[src/hw/rtl/swmm_pkg.sv]
`timescale 1ns / 1ps
// shared types and constants of the sliding window min/max logger
package swmm_pkg;

	localparam int TEMP_W     = 11;
	localparam int TIME_W     = 32;
	localparam int INTERVAL_W = 16;
	localparam int CFG_IDX_W  = 2;
	localparam int CFG_DATA_W = 16;

	localparam logic [INTERVAL_W-1:0] INTERVAL_RST  = INTERVAL_W'(1000);
	localparam logic [TEMP_W-1:0]     THRESHOLD_RST = TEMP_W'(100);

	typedef enum logic [CFG_IDX_W-1:0] {
		CFG_SAMPLE_INTERVAL = 2'd0,
		CFG_BURNER_THRESH   = 2'd1
	} cfg_reg_t;

	typedef enum logic [1:0] {
		ST_IDLE,
		ST_SCAN,
		ST_OUT
	} state_t;

	typedef struct packed {
		logic [TIME_W-1:0] now_ms;
		logic              read_ok;
		logic [TEMP_W-1:0] temperature;
		logic              clear_peak;
	} in_item_t;

	typedef struct packed {
		logic              sample_taken;
		logic              burner_active;
		logic [TEMP_W-1:0] latest_temp;
		logic [TEMP_W-1:0] window_max;
		logic [TEMP_W-1:0] window_min;
		logic [TEMP_W-1:0] peak_temp;
	} out_item_t;

	// running extremes handed from cell to cell
	typedef struct packed {
		logic [TEMP_W-1:0] lo;
		logic [TEMP_W-1:0] hi;
	} link_t;

endpackage

[src/hw/rtl/swmm_cell.sv]
`timescale 1ns / 1ps
// one history cell: holds an entry and folds it into the passing min/max
module swmm_cell (
	input  logic                        clk,
	input  logic                        arst_n,
	input  logic                        shift_en,
	input  logic [swmm_pkg::TEMP_W-1:0] entry_in,
	input  swmm_pkg::link_t             link_in,
	output logic [swmm_pkg::TEMP_W-1:0] entry_q,
	output swmm_pkg::link_t             link_q
);

	// history entry, shifts toward the older end on a taken sample
	always_ff @(posedge clk or negedge arst_n) begin
		if (!arst_n) begin
			entry_q <= '0;
		end else if (shift_en) begin
			entry_q <= entry_in;
		end
	end

	// running extremes move one cell per cycle
	always_ff @(posedge clk) begin
		link_q.lo <= (entry_q < link_in.lo) ? entry_q : link_in.lo;
		link_q.hi <= (entry_q > link_in.hi) ? entry_q : link_in.hi;
	end

endmodule

[config.mk]
export PLATFORM = sky130hd
export DESIGN_NAME = swmm_cell
export DESIGN_NICKNAME = d
export VERILOG_FILES = /design/src/hw/rtl/swmm_pkg.sv /design/src/hw/rtl/swmm_cell.sv
export SDC_FILE = /design/constraint.sdc
export NUM_CORES = 1
export LEC_CHECK = 0
export ABC_AREA = 0
export BUFFER_PORTS_ARGS = -buffer_cell sky130_fd_sc_hd__clkbuf_2
export CAP_MARGIN = 20
export CORE_ASPECT_RATIO = 0.9
export CORE_MARGIN = 5
export CORE_UTILIZATION = 51
export CTS_BUF_LIST = sky130_fd_sc_hd__clkbuf_8 sky130_fd_sc_hd__clkbuf_16
export DETAILED_ROUTE_END_ITERATION = 6
export MAX_ROUTING_LAYER = met4
export PLACE_DENSITY = 0.91
export SLEW_MARGIN = 5
export SYNTH_ARGS = -nofsm -noshare
export SYNTH_HDL_FRONTEND = slang
export SYNTH_SLANG_ARGS = --single-unit
[constraint.sdc]
create_clock -name clk -period 5.4 [get_ports clk]
set_input_delay 1.08 -clock clk [delete_from_list [all_inputs] [get_ports clk]]
set_output_delay 1.08 -clock clk [all_outputs]
set_load 0.02 [all_outputs]
==> qor.yml <==
start_util_pct: 53.3
synth.distinct_cells: 20
cts_tree: "done"
seq_area_frac_synth_pct: 43.8
clkSinkCount: 33
fmax_ghz: 0.354
syn_nets: 199
grt.overflow.total: 0
period_share_pct: 52.3
synth_seq_cells: 33
wl_um: 3680
die_h_um: 63.7
total_power_uw: 685
path_depth: 8
dp_hpwl_um: 2900
rr_worst_depth: 6
criticalPathCategory: "in2reg"
first_pass_iters: 4
crit_end: "link_q[11]$_DFF_P_"
clk_latency_ns: 0.29
clk_pin_slew_ns: 0.06
cts_buffers: 5
grt_max_degree: 13
path_buf_inv: 2
fp.dieW_um: 69.7
crit_family: "compound AO/OA/AOI/OAI gates"
drt_iter0_markers: 28
r2r-start: "entry_q[2]$_DFFE_PN0P_"
power.density_nw_per_um2: 326
io_pins: 69
layout.nets: 272
peakVddDrop_mv: 0.236
syn_area_um2: 1640
clock-root-buffer: "clkbuf_8"
outcome: "finished clean"
final.setup_skew_ns: 0.00818
yosys.area.top_type_share_pct: 26.9
yosys-top-cells-area: "dfxtp_1, mux2_2, dfrtp_1"
core_um2: 3070
required_ns: 5.58
cts_resized: 0
cts_max_level: 2
netlist_instances: 142
ant_nets: 0
clock_path_buffers: 2
globalplace.congestion: 0.754
drv_slew: 0
startpoint_type: "primary input"
rsz0062_at_grt: "false"
finalSetupViolations: 0
first_global_vias: 1400
viasPerCell: 4.95
drt_drc_violations_left: 0
drv_cap: 0
post_cts_buffers: 0
slew_headroom_pct: 62.7
drive_gt1_share_pct: 50.0
die_area_um2: 4440
worstReg2RegEnd: "link_q[11]$_DFF_P_"
wl_per_cell_um: 14.3
endpoint_kind: "register"
layout_min_cycle_time_ns: 2.82
port_buffers: 68
tns_ns: 0
crit_fanout: 11
critPathSlowestCell: "o311a_1"
crit_path_cell_trace: "clkbuf_2, inv_1, ha_1, a21oi_1, o21ai_0, a31oi_1, o311a_1, mux2_2"
hold_class: "reg2reg"
max_stage_delay_ns: 0.57
yosys.area.top_type: "dfxtp_1"
hold_viol: 0
diodes: 0
startpoint: "link_in[13]"
area_growth_pct: 28.5
rows: 19
cp.arrival_ns: 3.00
r2r_slack_ns: 3.03
dr_total_vias: 1276
p_leak_nw: 1.11
synth.avg_cell_area_um2: 11.5
antenna_found_initial: 0
grtUsageTotal_pct: 18.1
worstMarginPinSlew_ns: 0.560
fillers: 255
grt_pass1_wl_um: 6170
yosys_warnings: 0
cts-hold-fix-buffers: 0
## worst reg2reg max path, cell delays in order (launching register included)
cell     delay [ns]
dfrtp_1        0.44
ha_1           0.32
a21oi_1        0.15
o21ai_0        0.10
a31oi_1        0.26
o311a_1        0.57
mux2_2         0.40
## synth_stat cells
cell type  instances
a41oi_4            1
a21oi_1            6
nand2_1            4
o311a_1            1
buf_2              1
nand4_1            3
ha_1              21
dfrtp_1           11
a2111oi_2          1
nor2b_1            2
mux2_2            32
dfxtp_1           22
nor2_1             4
a31oi_1            1
buf_1              1
a211oi_1           2
nand3b_1           1
o21ai_0            5
a21o_1             1
inv_1             22
## cell type report
type	count	area, µm²	share of cell area (%)
inverters	22	82.6	3.93
repair buffers	68	340	16.2
clock inverters	3	12.5	0.596
clock buffers	5	68.8	3.28
well taps	42	52.6	2.50
multi-input cells	85	828	39.4
flip-flops and latches	33	716	34.1
## per-stage QoR
stage / hold slack, ns / instances / utilization, % / area, µm² / worst slack [ns]
after floorplan: 0.678 / 142 / - / 1640 / 2.70
after global placement: 0.573 / 250 / 65.9 / 2020 / 2.37
after detailed placement: 0.599 / 250 / 65.9 / 2020 / 2.32
after CTS: 0.612 / 258 / 68.5 / 2100 / 2.62
after global routing: 0.653 / 258 / 68.5 / 2100 / 2.44
final: 0.602 / 258 / 68.5 / 2100 / 2.58
## worst min-delay path by stage
stage | end | startpoint | slack, ns | cells past startpoint
final | link_q[0]$_DFF_P_ | entry_q[0]$_DFFE_PN0P_ | 0.60 | 1
after detailed placement | link_q[0]$_DFF_P_ | entry_q[0]$_DFFE_PN0P_ | 0.60 | 1
after global placement | link_q[0]$_DFF_P_ | entry_q[0]$_DFFE_PN0P_ | 0.57 | 1
after CTS | link_q[0]$_DFF_P_ | entry_q[0]$_DFFE_PN0P_ | 0.61 | 1
after global routing | link_q[17]$_DFF_P_ | entry_q[6]$_DFFE_PN0P_ | 0.65 | 1
after floorplan | entry_q[0]$_DFFE_PN0P_ | entry_q[0]$_DFFE_PN0P_ | 0.68 | 2
## layer usage
metal	global-route usage, %	vias to the layer above	part of all wire (%)
met2	30.4	51	48
li1	-	639	-
met1	20.1	575	42
met3	5.41	11	7.6
met5	-	-	0
met4	7.89	0	2.3
## layout by cell type, fill, tap and decap left out
cell type and n:
clkbuf_2 68, dfrtp_1 11, a41oi_4 1, nand3b_1 1
a2111oi_2 1, nor2_1 4, a21o_1 1, o21ai_0 5
a21oi_1 6, clkbuf_8 5, ha_1 21, a31oi_1 1
a211oi_1 2, o311a_1 1, mux2_2 32, dfxtp_1 22
clkinv_2 1, inv_1 24, nand4_1 3, nand2_1 4
nor2b_1 2
## flip-flops by register name, summed over array words and instances, names as in the netlist
name / cells
entry_q: 11
link_q: 22
## report_power, final
group / total, mW / switching (mW) / internal [mW]
Sequential: 0.303 / 0.0216 / 0.282
Combinational: 0.211 / 0.117 / 0.0933
Clock: 0.171 / 0.0844 / 0.0864
## cell families after synthesis
| logic type | after synthesis | share of synthesized area [%] |
|---|---|---|
| and+or+nand+nor | 14 | 4.21 |
| buffers and inverters | 24 | 5.58 |
| DFF | 33 | 43.8 |
| AOI/OAI and AO/OA | 18 | 8.34 |
| adders and majority gates | 21 | 16.1 |
| muxes | 32 | 22.0 |
Power figures use the tool's default switching activity.
